==> src/hw/rtl/tbtf_outq.sv <==
// Two-entry result queue with empty/pop output.
// Depends on nothing beyond its ports.
`default_nettype none
module tbtf_outq (
    input  wire                clk,
    input  wire                rst_n,
    input  wire                wr_valid,
    output logic               wr_ready,
    input  wire [17:0]         wr_data,
    output logic               empty,
    input  wire                pop,
    output logic [17:0]        rd_data
);
    logic [17:0] q_reg [2];
    logic        wp_reg, rp_reg;
    logic [1:0]  cnt_reg;

    assign wr_ready = (cnt_reg != 2'd2);
    assign empty    = (cnt_reg == 2'd0);
    assign rd_data  = q_reg[rp_reg];

    always_ff @(posedge clk)
    begin
        if (wr_valid && wr_ready)
            q_reg[wp_reg] <= wr_data;
    end

    always_ff @(posedge clk or negedge rst_n)
    begin
        if (!rst_n)
        begin
            wp_reg <= 1'b0; rp_reg <= 1'b0; cnt_reg <= '0;
        end
        else
        begin
            if (wr_valid && wr_ready) wp_reg <= ~wp_reg;
            if (pop && !empty) rp_reg <= ~rp_reg;
            cnt_reg <= cnt_reg + 2'(wr_valid && wr_ready) - 2'(pop && !empty);
        end
    end
endmodule
`default_nettype wire

==> config.mk <==
export PLATFORM = sky130hd
export DESIGN_NAME = tbtf_outq
export DESIGN_NICKNAME = d
export VERILOG_FILES = /design/src/hw/rtl/tbtf_outq.sv
export SDC_FILE = /design/constraint.sdc
export NUM_CORES = 1
export LEC_CHECK = 0
export ABC_AREA = 1
export BUFFER_PORTS_ARGS = -buffer_cell sky130_fd_sc_hd__buf_2
export CORE_ASPECT_RATIO = 0.8
export CORE_MARGIN = 3
export CORE_UTILIZATION = 36
export DETAILED_ROUTE_END_ITERATION = 12
export HOLD_SLACK_MARGIN = 0.12
export PLACE_DENSITY = 0.63
export REMOVE_ABC_BUFFERS = 1
export SLEW_MARGIN = 20
export SYNTH_ARGS = -nofsm -noshare
export SYNTH_HDL_FRONTEND = slang
export SYNTH_SLANG_ARGS = --single-unit
==> constraint.sdc <==
create_clock -name clk -period 2.3 [get_ports clk]
set_input_delay 0.46 -clock clk [delete_from_list [all_inputs] [get_ports clk]]
set_output_delay 0.46 -clock clk [all_outputs]
set_load 0.1 [all_outputs]
# After elaboration in Yosys (flattened, before gate mapping)
# Memories as Yosys holds them, arrays and structs flattened.
# Cells that the tools add are included.
# op_classes
addsub	2
eq_ne	1
muxes	2
bitwise	2
reduce_logical	4
# op_table
cell	count
2-bit by 1-bit adder with 2-bit output	1
1-bit logical AND	2
2-bit zero test	1
1-bit 2-to-1 mux	2
2-bit != test, second input constant	1
1-bit NOT	2
2-bit by 1-bit subtractor with 2-bit output	1
1-bit zero test	1
# word_totals
reg_bits	4
ram_bits	36
input_bits	22
elab_cells	15
memories	1
# mem_list
memory	depth	word_bits	read_ports	rd_clocked_by_memory_dff	write_ports	line_no	rtl
q_reg	2	18	1	0	1	14	logic [17:0] q_reg [2];

# Longest topological paths before layout
# depth
word_depth	4
ltp_mapped	10
mapped_depth_nobuf	10

# Worst setup path after synthesis
# OpenSTA, ideal clock, no wires.
# synth_timing
kind	reg2reg
from	register cnt_reg[1]
to	memory q_reg[1][0] (enable)
setup_time_ns	0.393
arrival_time_ns	2.087
required_time_ns	1.907
path_slack_ns	-0.180
stages_incl_launch_ff	4
path_buffers	0
cell_sequence	dfrtp_1 -> nand2_1 -> nand2_1 -> nor2_1
# synth_via
elab_chain_len	4
# synth_lines
element	line_no	rtl
start, declared	16	logic [1:0] cnt_reg;
start signal, assigned	38	cnt_reg <= cnt_reg + 2'(wr_valid && wr_ready) - 2'(pop && !empty);
2-bit != test	18	assign wr_ready = (cnt_reg != 2'd2);
named net wr_ready	8	output logic wr_ready,
1-bit logical AND	24	if (wr_valid && wr_ready)
1-bit 2-to-1 mux	24	
1-bit 2-to-1 mux (not written as such)	25	q_reg[wp_reg] <= wr_data;
end, declared	14	
# The timed path passes the listed nets, and every way through them passes these cells.

# Worst setup path after layout
# layout_timing
from	register rp_reg
to	output rd_data[3]
# layout_via
elab_chain_len	1
# layout_lines
element	line_no	rtl
start, declared	15	logic wp_reg, rp_reg;
start signal, assigned	37	if (pop && !empty) rp_reg <= ~rp_reg;
memory read 2 x 18 bit	--	
end, declared	12	output logic [17:0] rd_data
# No other way between the ends.

==> metrics.cfg <==
[clock_tree]
cts.repair.resized = 0
numCtsBuffers = 5
cts-root-buf = clkbuf_8
cts_max_path_buffers = 2
htreeDepth = 2
tritoncts = done
cts.sinks = 40
clkTransAtPathRegs_ns = 0.08
clk_latency_ns = 0.28

[global_routing]
grt.overflow.total = 0
grt_pass1_wl_um = 4519
track_usage_pct = 11.74
antenna_found_initial = 0
grt_max_degree = 20
first_global_vias = 1000

[logic_synthesis]
ys_ff_latch = 40
syn_avg_cell_area_um2 = 12.34
synthTopCellsByArea = edfxtp_1 70%, nand2_1 16%, dfrtp_1 6.4%, inv_1 2.2%, ha_1 1.6%
synth.top_cell.area_share_pct = 69.51
synth_area_leader_cell = edfxtp_1
syn-instance-count = 126
synth-seq-area-share_pct = 75.95
syn_area_um2 = 1555
yosysWarnings = 0
yosysUniqueCellTypes = 12

[place]
port_buffers = 41
hpwlAfterDp_um = 2032
place_congestion = 0.7029
place.detailed.instances = 221
dpl_cell_area_um2 = 2078

[worst_hold_path]
min_path_type = in2reg

[critical_path]
startpoint_type = flop
critPathArrivalTime_ns = 1.35
critPathMaxFanout = 19
cp-end-kind = output pin
critical_path_class = reg2out
cp.required_ns = 1.84

[timing]
slew_viol_final = 0
min_period_over_period_pct = 78.69
tightestPinTransition_ns = 0.7116
max_freq_mhz = 552.5
rsz0062_at_grt = no
skew_ns = 0.007726
hold_viol = 0
fin_crit_ns = 1.810
finalSetupViolCount = 0
relSlewSlack_pct = 52.51
whs_ns = 0.3560

[routing]
drt_first_pass_iters = 4
ant_nets = 0
vias = 999
drt-initial-drc-count = 70
drt-vias-per-instance = 4.343
drt_wl_total_um = 2823
drc = 0
wl_per_cell_um = 12.27

[cells_and_area]
nFillCells = 339
finalNetCount = 198
diodes = 0
stdcell_count = 230
largest_register_ffs = 36
final_area_um2 = 2195
areaGrowthSynthToFinish_pct = 41.11
layout-drive-gt1-share_pct = 29.71
finish.utilization_pct = 55.16

[floorplanning]
fp-row-count = 20
die_area_um2 = 5150
die_x_um = 79.49
die_h_um = 64.79
ios = 42
coreArea_um2 = 3979
start_util_pct = 39.09

[run_status]
status = complete, no violations

[flow_run]
maxCapViolCount = 0

-- critical path: stages (launching register included) --
cell and delay (ns):
dfrtp_1 0.39, inv_2 0.25, nand2_1 0.11, nand2_1 0.13, buf_12 0.18
-- placed cells by master, fill, tap and decap left out --
cell	count
clkbuf_8	5
nand3_1	3
buf_2	23
bufinv_16	1
buf_12	18
nand2_1	66
inv_1	9
clkinv_1	2
buf_4	2
nand2_2	1
edfxtp_1	36
nor2_2	1
ha_1	2
dfrtp_1	4
inv_2	1
dlygate4sd3_1	1
-- what timing repair did --
| item | CTS | global route |
|---|---|---|
| endpoints found under the hold margin | 4 | 0 |
| hold buffers | 1 | 0 |
| setup endpoints to repair | 0 | 0 |
| buffers inserted | 0 | 0 |
-- layer usage --
layer	track usage, %	up-vias	part of all wire [%]
li1	-	505	-
met1	14.95	450	44
met2	18.44	41	47
met3	4.444	3	8.6
met4	3.863	0	0.81
met5	0	-	0
-- path summary, 6_finish.rpt --
check	from	end	slack (ns)	cells after the start
worst max-delay path	rp_reg	rd_data[3]	0.49	4
worst min-delay path	wr_data[1]	q_reg[0][1]	0.36	1
worst max register to register	cnt_reg[0]	q_reg[0][14]	0.77	4
worst min register to register	wp_reg	wp_reg	0.49	2
max in group asynchronous	rst_n	wp_reg	1.66	2
min in group asynchronous	rst_n	cnt_reg[0]	0.52	2
-- cells by family after synthesis --
kind of cell  share of synthesized area, %
fa+ha+maj                            1.609
simple gates                         17.54
flops                                75.95
buf+inv                              4.907
-- through the flow --
stage,TNS (ns),setup slack (ns)
2_1_floorplan,-3.238,-0.1799
3_5_place_dp,0,0.7088
5_1_grt,0,0.3566
4_1_cts,0,0.4513
3_3_place_gp,0,0.7587
6_report,0,0.4901
-- area by class of cell --
class	instances	area, um^2	area share [%]
Inverter	10	37.54	1.710
Tap cell	55	68.82	3.136
Multi-Input combinational cell	73	300.3	13.68
Clock buffer	5	68.82	3.136
Timing Repair Buffer	44	500.5	22.81
Clock inverter	3	37.54	1.710
Sequential cell	40	1181	53.82
-- cells in the mapped netlist --
master and number:
buf_12 1, buf_4 1, buf_6 1, dfrtp_1 4
edfxtp_1 36, ha_1 2, inv_1 9, inv_2 1
nand2_1 66, nand2_2 1, nand3_1 3, nor2_1 1
Power is left out: the tool's default activity adds up to more than one toggle a clock period on the data nets, which glitch-free logic cannot reach.
