File: src/hw/rtl/tbtf_pkg.sv
// Package for the thermistor beta temperature filter.
// Holds widths, reset values, status codes and the front-to-back record type.
// No dependencies.
`default_nettype none
package tbtf_pkg;

    localparam int WINDOW_DEPTH_DEF   = 64;
    localparam int ADC_FULL_SCALE_DEF = 1023;

    localparam int SAMPLE_W = 10;
    localparam int TEMP_W   = 16;
    localparam int LAST_W   = 18;

    // Register indexes
    localparam logic [2:0] REG_SUPPLY  = 3'd0;
    localparam logic [2:0] REG_RFIX    = 3'd1;
    localparam logic [2:0] REG_RNOM    = 3'd2;
    localparam logic [2:0] REG_BETA    = 3'd3;
    localparam logic [2:0] REG_T0      = 3'd4;

    // Status codes
    localparam logic [1:0] ST_OK    = 2'd0;
    localparam logic [1:0] ST_VOLT  = 2'd1;
    localparam logic [1:0] ST_RES   = 2'd2;
    localparam logic [1:0] ST_RANGE = 2'd3;

    localparam logic signed [LAST_W-1:0] LAST_RESET = -18'sd99900;

    // Front to back record: window sum and span after the sample is added
    typedef struct packed {
        logic [31:0] sum;
        logic [31:0] span;
    } avg_rec_t;

endpackage
`default_nettype wire

File: src/hw/rtl/tbtf_front.sv
// Front part: sample window memory, running sum, fill tracking.
// Depends on tbtf_pkg.
`default_nettype none
module tbtf_front #(
    parameter int WINDOW_DEPTH   = tbtf_pkg::WINDOW_DEPTH_DEF,
    parameter int ADC_FULL_SCALE = tbtf_pkg::ADC_FULL_SCALE_DEF
) (
    input  wire                            clk,
    input  wire                            rst_n,
    input  wire                            in_valid,
    output logic                           in_ready,
    input  wire [tbtf_pkg::SAMPLE_W-1:0]   sample,
    output logic                           rec_valid,
    input  wire                            rec_ready,
    output tbtf_pkg::avg_rec_t             rec
);
    localparam int AW = (WINDOW_DEPTH > 1) ? $clog2(WINDOW_DEPTH) : 1;
    localparam int CW = $clog2(WINDOW_DEPTH + 1);

    typedef enum logic [2:0] {
        F_IDLE = 3'b001,
        F_READ = 3'b010,
        F_OUT  = 3'b100
    } fstate_t;

    logic [tbtf_pkg::SAMPLE_W-1:0] mem [WINDOW_DEPTH];
    logic [tbtf_pkg::SAMPLE_W-1:0] old_reg;
    fstate_t state_reg, state_next;
    logic [AW-1:0] slot_reg;
    logic full_reg;
    logic [31:0] sum_reg;
    logic [CW-1:0] cnt_reg;
    logic [tbtf_pkg::SAMPLE_W-1:0] smp_reg;
    tbtf_pkg::avg_rec_t rec_reg;

    assign in_ready  = (state_reg == F_IDLE);
    assign rec_valid = (state_reg == F_OUT);
    assign rec       = rec_reg;

    // Window memory: read old entry then overwrite
    always_ff @(posedge clk)
    begin
        if (in_valid && in_ready)
        begin
            old_reg <= mem[slot_reg];
            mem[slot_reg] <= sample;
        end
    end

    always_comb
    begin
        state_next = state_reg;
        unique case (state_reg)
            F_IDLE: if (in_valid) state_next = F_READ;
            F_READ: state_next = F_OUT;
            F_OUT:  if (rec_ready) state_next = F_IDLE;
            default: state_next = F_IDLE;
        endcase
    end

    always_ff @(posedge clk or negedge rst_n)
    begin
        if (!rst_n)
        begin
            state_reg <= F_IDLE;
            slot_reg  <= '0;
            full_reg  <= 1'b0;
            sum_reg   <= '0;
            cnt_reg   <= '0;
        end
        else
        begin
            state_reg <= state_next;
            if (state_reg == F_READ)
            begin
                sum_reg <= sum_reg - (full_reg ? 32'(old_reg) : 32'd0) + 32'(smp_reg);
                if (32'(slot_reg) == WINDOW_DEPTH - 1)
                begin
                    slot_reg <= '0;
                    full_reg <= 1'b1;
                end
                else
                begin
                    slot_reg <= slot_reg + 1'b1;
                end
                if (!full_reg)
                    cnt_reg <= cnt_reg + 1'b1;
            end
        end
    end

    always_ff @(posedge clk)
    begin
        if (in_valid && in_ready)
            smp_reg <= sample;
        if (state_reg == F_READ)
        begin
            rec_reg.sum  <= sum_reg - (full_reg ? 32'(old_reg) : 32'd0) + 32'(smp_reg);
            rec_reg.span <= 32'((full_reg ? 32'(cnt_reg) : 32'(cnt_reg) + 32'd1)
                            * ADC_FULL_SCALE);
        end
    end
endmodule
`default_nettype wire

File: config.mk
export PLATFORM = sky130hd
export DESIGN_NAME = tbtf_front
export DESIGN_NICKNAME = d
export VERILOG_FILES = /design/src/hw/rtl/tbtf_pkg.sv /design/src/hw/rtl/tbtf_front.sv
export SDC_FILE = /design/constraint.sdc
export NUM_CORES = 1
export LEC_CHECK = 0
export BUFFER_PORTS_ARGS = -buffer_cell sky130_fd_sc_hd__buf_2
export CAP_MARGIN = 20
export CORE_MARGIN = 5
export CORE_UTILIZATION = 35
export DETAILED_ROUTE_END_ITERATION = 12
export HOLD_SLACK_MARGIN = 0.02
export SLEW_MARGIN = 30
export SYNTH_ARGS = -nofsm -noshare
export SYNTH_HDL_FRONTEND = slang
export SYNTH_SLANG_ARGS = --single-unit
File: constraint.sdc
create_clock -name clk -period 7.8 [get_ports clk]
set_clock_uncertainty 0.15 [all_clocks]
set_input_delay 1.56 -clock clk [delete_from_list [all_inputs] [get_ports clk]]
set_output_delay 1.56 -clock clk [all_outputs]
set_load 0.01 [all_outputs]
After elaboration in Yosys (flattened, before gate mapping)
Memory sizes are Yosys's and may differ from the RTL's. A register that Yosys moved wholly into a read port is not among the register bits.
Cells that the tools add are included.
Storage, ports and cells
  bits in registers: 123
  bits in latches: 0
  memory bits (writable): 640
  bits in read-only memories: 0
  bits of input ports: 14
  output and inout bits: 66
  word-level logic and storage cells: 34
  memories: 1
Operators by class
  add/sub/neg operators: 5
  $mul: 1
  div/mod/pow operators: 0
  magnitude comparators: 0
  equality and inequality tests: 6
  shift operators: 0
  muxes and demuxes: 8
  bitwise logic cells: 1
  reductions and logical operators: 4
Memory list
  mem: depth 64, width 10, rd ports 1, clocked after memory_dff 1, wr ports 1, RTL line tbtf_front.sv:26  | logic [tbtf_pkg::SAMPLE_W-1:0] mem [WINDOW_DEPTH];
Operators with widths (number)
  adder 32 x 10 -> 32 bit: 1
  subtractor 32 x 10 -> 32 bit: 1
  multiplier 8 x 10 -> 18 bit, second input constant: 1
  two-way mux 10 bit: 1
  one-hot mux 3 bit (3 select lines): 1
  adder 7 x 1 -> 8 bit, second input constant: 1
  two-way mux 8 bit: 1
  adder 7 x 1 -> 7 bit, second input constant: 1
  adder 6 x 1 -> 6 bit, second input constant: 1
  equality test 6 bit, second input constant: 1
  two-way mux 3 bit: 2
  two-way mux 6 bit: 1
  AND reduction 2 bit: 3
  equality test 3 x 1 -> 1 bit, second input constant: 1
  equality test 3 x 2 -> 1 bit, second input constant: 1
  equality test 3 bit, second input constant: 1
  two-way mux 1 bit: 2
  inequality test 2 x 1 -> 1 bit, second input constant: 1
  inequality test 2 bit, second input constant: 1
  logical AND 1 bit: 1
  inverter 1 bit: 1

Longest topological paths before layout
Gate-level depths: netlist (run 1).
  word-level depth: 4
  mapped depth: 21
  gate-level depth less buffers: 21

Least setup slack after synthesis (run 1)
Ideal clock, no wire load.
  path kind: register to register
  start: register cnt_reg[0]
  end: register rec_reg (netlist bit rec[13]) (data pin)
  setup time: 0.260 ns
  arrival time: 4.802 ns
  data required time: 7.390 ns
  slack: 2.588 ns
  stages on the path, launching flop included: 22
  buffers on the path: 0
  period minus slack after synthesis: 5.212 ns
  path through: dfrtp_1 > ha_1 > nor2b_1 > nand3_1 > nor2_1 > xnor2_1 > inv_1 > fa_1 > inv_1 > fa_1 > xor2_1 > xnor2_1 > fa_1 > inv_1 > ha_1 > or2_2 > a21oi_1 > a31oi_1 > and2_1 > o21ai_1 > nor2b_1 > xnor2_1
On the way
  longest elaborated chain between the ends: 3
RTL lines
  from (decl): RTL line tbtf_front.sv:32  | logic [CW-1:0] cnt_reg;
  from (signal assigned): RTL line tbtf_front.sv:87  | cnt_reg <= cnt_reg + 1'b1;
  adder 7 x 1 -> 8 bit: RTL line tbtf_front.sv:99  | rec_reg.span <= 32'((full_reg ? 32'(cnt_reg) : 32'(cnt_reg) + 32'd1)
  two-way mux 8 bit (*): RTL line tbtf_front.sv:99
  multiplier 8 x 10 -> 18 bit (*): RTL line tbtf_front.sv:100  | * ADC_FULL_SCALE);
  to (decl): RTL line tbtf_front.sv:34  | tbtf_pkg::avg_rec_t rec_reg;
Every way passes the cells marked *; elsewhere a longest branch is shown, timed or not.
A chain may end at the register's enable or synchronous reset.

Worst setup path after layout (run 1)
  start: register full_reg
  end: register rec_reg (netlist bit rec[13]) (data pin)
On the way
  longest elaborated chain between the ends: 2
RTL lines
  from (decl): RTL line tbtf_front.sv:30  | logic full_reg;
  from (signal assigned): RTL line tbtf_front.sv:67  | full_reg <= 1'b0;
  from (signal assigned): RTL line tbtf_front.sv:80  | full_reg <= 1'b1;
  two-way mux 8 bit: RTL line tbtf_front.sv:99
  multiplier 8 x 10 -> 18 bit: RTL line tbtf_front.sv:100
Every way passes these cells.

==> results of run 1 <==
-- path summary, 6_finish.rpt --
path	endpoint	slack [ns]	cells past startpoint
worst max-delay path	rec[13]	2.02	19
worst max register to register	rec[13]	2.02	19
worst min register to register	sum_reg[0]	0.35	2
min in group asynchronous	cnt_reg[3]	0.94	2
worst min-delay path	sum_reg[0]	0.35	2
max in group asynchronous	slot_reg[0]	6.01	2
-- cell usage in the layout, fill, tap and decap left out, drive strengths merged, types with 7 or more instances in the layout --
cell	count
a211oi	10
a21o	16
a21oi	103
a221oi	69
a22o	11
a22oi	40
and2	19
and3	11
buf	92
bufinv	7
clkbuf	93
clkinv	35
conb	14
dfrtp	48
edfxtp	710
fa	34
ha	74
inv	114
mux2	69
mux2i	53
mux4	62
nand2	81
nand3	23
nand4	7
nor2	156
nor2b	11
nor3	11
o21a	7
o21ai	68
o21bai	9
o221ai	7
o22ai	25
xnor2	41
xor2	21
-- cell usage after synthesis, types with 11 or more instances --
| cell | count |
|---|---|
| mux2_2 | 54 |
| nand3_1 | 23 |
| ha_1 | 74 |
| o21ai_1 | 33 |
| and3_1 | 11 |
| xor2_1 | 21 |
| nor3_1 | 11 |
| mux2i_1 | 53 |
| a22oi_1 | 40 |
| and2_1 | 19 |
| a21oi_1 | 103 |
| buf_2 | 37 |
| xnor2_1 | 41 |
| mux4_2 | 62 |
| a221oi_1 | 69 |
| fa_1 | 34 |
| inv_1 | 110 |
| buf_4 | 17 |
| o21ai_0 | 35 |
| clkbuf_1 | 60 |
| mux2_1 | 14 |
| a21o_1 | 16 |
| o22ai_1 | 25 |
| dfrtp_1 | 48 |
| a22o_1 | 11 |
| nor2_1 | 156 |
| nand2_1 | 80 |
| edfxtp_1 | 710 |
-- per-layer routing --
layer / share of wire (%) / vias up
met1: 42 / 9470
met5: 0.17 / -
met2: 46 / 790
li1: - / 8256
met4: 2.7 / 4
met3: 8.5 / 155
-- stage by stage --
step	instance area [um^2]	total power [mW]	setup WS, ns
2_1_floorplan	32900	10.4	2.59
3_3_place_gp	34500	12.4	2.09
3_5_place_dp	34700	12.5	1.95
4_1_cts	37200	16.2	1.97
5_1_grt	37200	17.1	1.60
6_report	37200	16.1	2.02
-- power by group through the flow --
stage	logic (mW)	registers, mW	clock network (mW)
global placement	6.96	5.39	0
floorplan	5.14	5.28	0
detailed placement	7.07	5.39	0
CTS	7.12	5.31	3.74
finish	7.07	5.30	3.68
global route	7.82	5.34	3.92
-- kinds of logic after synthesis --
logic type	synth area share [%]
flip-flops	68.7
AO/OA/AOI/OAI	8.66
AND/OR/NAND/NOR	4.78
buffers and inverters	3.01
multiplexers	8.25
adder cells (fa/ha/maj)	4.89
XOR/XNOR	1.72
other	0.0114
-- layout make-up --
class	instances	area, um^2	area share (%)
clock buffers	93	2070	5.57
clock inverters	46	430	1.16
inverters	113	427	1.15
multi-input cells	1130	9540	25.6
flip-flops and latches	759	22600	60.7
well taps	1254	1570	4.22
repair buffers	92	588	1.58
-- worst max-delay path: cells and delay by family (launching register included) --
family	cells	cell delay, ns
flops	1	0.52
fa+ha+maj	4	2.01
simple gates	5	1.29
compound gates	3	0.36
xor+xnor	4	0.87
buf+inv	3	0.32
==> impl_results.md, run 1 <==
- Vias: around 19000
- Core area: 93200 um^2
- TritonCTS clock tree: yes
- Synth cell types: 77
- Max-slew headroom: 33.3%
- Ys Warns: 0
- Gpl congestion: 0.837
- Share of cells above drive strength 1: 18.3%
- I/O pin total: 80
- Sw Ratio: 37.6%
- Mapped Cells: 2110
- Wire per inst: 23.2 um
- GR Layer Usage met3: 3.79%
- Fin util: 39.9%
- Clk pwr share: 22.9%
- Final ANT Viol Nets: 0
- Slowest stage delay, CP: between 0.6 and 0.7 ns
- Port bufs: 65
- P_leak: 12.7 nW
- DRC viols: 0
- Final WL: 80900 um
- EDFF count, synth: 710
- Syn Area/Cell: 15.6 um^2
- Drt first-iter violations: slightly below 2000
- Register area share after synthesis: 68.7%
- Post-CTS sizing: 0
- Fin Setup TNS: 0 ns
- Worst min-delay path class: register to register
- WP data arrival: 5.99 ns
- Crit end category: register
- CTS Buffer Depth: 3
- Post-synthesis instance area: 32800 um^2
- Initial core utilization: a little over a third
- GRT Total Usage: 16.0%
- Origin of the critical flop-to-flop path: full_reg
- CP max-delay cell: fa_1
- Worst-path clk slew: 0.06 ns
- RSZ-0062 raised after global routing: false
- CTS buffer count: 77
- Worst hold slack: 0.354 ns
- Met1 Usage GRT: about 22%
- CP Data Required Time: 8.01 ns
- Seq cells post-synth: 759
- Die ar.: 100000 um^2
- Initial antenna violation count: 1
- Synth area leader: edfxtp_1
- Max-cap viol count: 0
- Hpwl dp: approximately 48000 um
- Crit-path max FO: 16
- Clock Latency Late Sink: 0.62 ns
- 1st-pass router iterations: 6
- Period minus WS final: ~5.8 ns
- Clk root buf: clkbuf_16
- Sequential share of power: about a third
- Setup-failing EPs final: 0
- DP Cell Count: 3348
- Syn-to-layout area delta: 13.2%
- Fin crit share: 74.1%
- Logic pwr share: 44.1%
- Grt ovf: 0
- Top-area cell type share of the netlist area: 64.9%
- Hold_sp: sum_reg[0]
- FILL cells: 8431
- Die Y: ~320 um
- Slew Viols, Final: 0
- Largest register FFs: 640
- Crit Path Class: register to register
- Die width: 316 um
- Asr flop ratio synth: between 6 and 7%
- Achievable Freq: between 150 and 200 MHz
- Via density: 5.36
- Hold Fails Final Rpt: 0
- Peak supply drop: 0.431 mV
- Post-CTS setup buffer count: 0
- H-tree depth: 3
- Num Clock Sinks: between 700 and 800
- Crit-path cells: nand4b_1 > nor2_1 > xor2_1 > inv_1 > fa_1 > inv_1 > fa_1 > xor2_1 > xnor2_1 > fa_1 > inv_1 > ha_1 > or2_2 > a21oi_1 > a31oi_1 > and2_1 > o21ai_1 > nor2b_1 > xnor2_1
- CTS Hold Bufs: 0
- Final layout net count: 2295
- Switch Pwr: roughly 6 mW
- ANT cells: 0
- Fin cells: ~3500
- CP startpoint: full_reg
- GR peak layer: met2
- First-pass GRT wire length: 121000 um
- FP Rows: 112
- Vias in the first global route: 18933
- Int Pwr: 10.0 mW
- Slew @ Worst Pin: 0.997 ns
- Status: finished, final reports clean
- Largest cells by area after synthesis: edfxtp_1, mux4_2, dfrtp_1, ha_1, fa_1
- Synth Flop Type: edfxtp_1
- Pin count of the biggest net entering global routing: about 130
- P per Cell Area: 432 nW/um^2
- Crit path launch type: register
- GR Layer Usage met2: 25.3%
No activity file was read; power rests on OpenSTA's default activity.
==> inputs of run 2 (changes only) <==
--- a/config.mk
+++ b/config.mk
@@ -5,6 +5,7 @@
 export SDC_FILE = /design/constraint.sdc
 export NUM_CORES = 1
 export LEC_CHECK = 0
+export ABC_AREA = 1
 export BUFFER_PORTS_ARGS = -buffer_cell sky130_fd_sc_hd__buf_2
 export CAP_MARGIN = 20
 export CORE_MARGIN = 5
==> constraint.sdc (replaced) <==
create_clock -name clk -period 5.7 [get_ports clk]
set_clock_uncertainty 0.15 [all_clocks]
set_input_delay 1.14 -clock clk [delete_from_list [all_inputs] [get_ports clk]]
set_output_delay 1.14 -clock clk [all_outputs]
set_load 0.01 [all_outputs]
==> impl_results.md, run 2 <==
- Clock Latency Late Sink: around 0.65 ns
- EDFF count, synth: 710
- First-pass GRT wire length: 134000 um
- Die width: 323 um
- FP Rows: ~120
- Die Y: 323 um
- Achievable Freq: 188 MHz
- Crit end category: register
- TritonCTS clock tree: yes
- Die ar.: 105000 um^2
- Synth Flop Type: edfxtp_1
- Core area: 98000 um^2
- Ys Warns: 0
- Period minus WS final: 5.31 ns
- Largest cells by area after synthesis: edfxtp_1, nand2_1, dfrtp_1, inv_1, a21oi_1
- Hpwl dp: about 54000 um
- Hold Fails Final Rpt: 0
- Commonest non-fill, non-tap cell in the layout: nand2_1
- Largest register FFs: 640
- Seq cells post-synth: 759
- DRC viols: 0
- Vias: 22846
- Post-synthesis instance area: 34400 um^2
- Via density: 4.86
- Setup-failing EPs final: 0
- 1st-pass router iterations: 5
- Fin Setup TNS: 0 ns
- P_leak: 15.6 nW
- Asr flop ratio synth: 6.46%
- Worst slack at placement: 0.221 ns
- Worst hold slack: ~0.33 ns
- Share of cells above drive strength 1: 9.52%
- Peak supply drop: 0.474 mV
- Slew Viols, Final: 0
- RSZ-0062 raised after global routing: false
- Register area share after synthesis: 65.6%
- Initial core utilization: 35.1%
- Synth cell types: 46
- Worst-path clk slew: approximately 0.06 ns
- Gpl congestion: 0.861
- CTS buffer count: 78
- Count leader, synth: nand2_1
- Port bufs: 65
- Top-area cell type share of the netlist area: just over 60%
- CTS Buffer Depth: 3
- Fin cells: between 4000 and 5000
- Final ANT Viol Nets: 0
- Commonest cells after routing, fill and taps aside: nand2_1, edfxtp_1, inv_1, a21oi_1, nor2_1
- Total power: 21.2 mW
- FILL cells: 9328
- Dpl cell area: between 30000 and 40000 um^2
- Top cells by count, synth: nand2_1, edfxtp_1, inv_1, a21oi_1, nor2_1
- Pin count of the biggest net entering global routing: 87
- Grt ovf: 0
- WP data arrival: 5.53 ns
- Num Clock Sinks: 759
- P per Cell Area: 545 nW/um^2
- Synth area leader: edfxtp_1
- Worst min-delay path class: register to register
- GRT Total Usage: 16.6%
- CP Data Required Time: 5.92 ns
- Final WL: slightly below 90000 um
- Status: finished, final reports clean
- DP Cell Count: 4562
- Slew @ Worst Pin: 0.984 ns
- Wire per inst: 18.6 um
- Fin crit share: 93.1%
- Crit Path Class: register to register
- Crit path launch type: register
- Syn-to-layout area delta: 13.3%
- Syn Area/Cell: 10.7 um^2
- ANT cells: 0
- Drt first-iter violations: approximately 2200
- CTS Hold Bufs: 0
- Post-route setup slack: 0.395 ns
- Finished Cell Area: 39000 um^2
- Max-slew headroom: 34.2%
- Fin util: between 30% and 40%
- Final layout net count: 3477
- I/O pin total: 80
- Vias in the first global route: 21923
- Crit-path max FO: 6
- Post-CTS setup buffer count: 0
- Mapped Cells: around 3200
- Initial antenna violation count: 0
- Max-cap viol count: 0
- Clk root buf: clkbuf_16
- H-tree depth: 3
run 2: cell count changes after synthesis, sizes merged, moves of 62 or more:
cell,before,now
a21oi,103,185
a221oi,69,0
inv,113,290
mux2,69,0
mux4,62,0
nand2,81,1225
run 2: kinds of logic after synthesis:
family | after synthesis | synth area share, %
AOI/OAI and AO/OA | 314 | 4.76
xor gates and xnor gates | 40 | 1.02
adders and majority gates | 108 | 4.67
buffers and inverters | 417 | 5.50
DFF | 759 | 65.6
other | 1 | 0.0109
and+or+nand+nor | 1580 | 18.5
run 2: repair_timing:
item,4_1_cts,5_1_grt
gates resized for setup,0,2
setup endpoints to repair,0,4
endpoints found under the hold margin,0,0
run 2: report_power, final:
group / leakage, nW / total (mW) / switching (mW) / internal, mW
clock network: 1.24 / 5.15 / 2.17 / 2.97
logic: 7.39 / 8.92 / 6.01 / 2.91
registers: 7.02 / 7.17 / 0.324 / 6.84
total: 15.6 / 21.2 / 8.51 / 12.7
run 2: final timing paths:
check                      slack, ns          end  cells after the start  startpoint
max in group asynchronous       4.31  slot_reg[1]                      2       rst_n
hold reg to reg                 0.33   sum_reg[0]                      2  sum_reg[0]
setup reg to reg                0.39      rec[15]                     22  cnt_reg[1]
hold / removal                  0.33   sum_reg[0]                      2  sum_reg[0]
min in group asynchronous       0.49  sum_reg[19]                      2       rst_n
setup / recovery                0.39      rec[15]                     22  cnt_reg[1]
run 2: final cells by class:
cell class / count / area (um^2) / area share (%)
tap: 1287 / 1610 / 4.13
sequential: 759 / 22600 / 57.9
clock buffer: 97 / 2090 / 5.35
inverter: 291 / 1100 / 2.82
clock inverter: 41 / 477 / 1.22
multi-input combinational: 2056 / 10000 / 25.7
timing repair buffer: 169 / 1120 / 2.87
run 2: layer usage:
layer	part of all wire [%]	GRT usage, %
met4	2.7	4.71
met1	45	23.0
met5	0	0
met3	6.1	2.77
met2	47	27.1
run 2: critical path, cell delays in order (launching register included):
cell and delay [ns]:
dfrtp_1 0.39, ha_1 0.19, nand2_1 0.06, inv_1 0.09, nand4_1 0.11, xor2_1 0.18
o21ai_0 0.21, inv_1 0.16, fa_1 0.54, inv_2 0.09, fa_1 0.53, fa_1 0.52
inv_1 0.06, fa_1 0.49, inv_1 0.04, ha_1 0.38, nand2_1 0.12, o21ai_0 0.25
nor2_1 0.11, o21bai_2 0.17, nand2_1 0.09, nand3_1 0.07, nand2_1 0.06
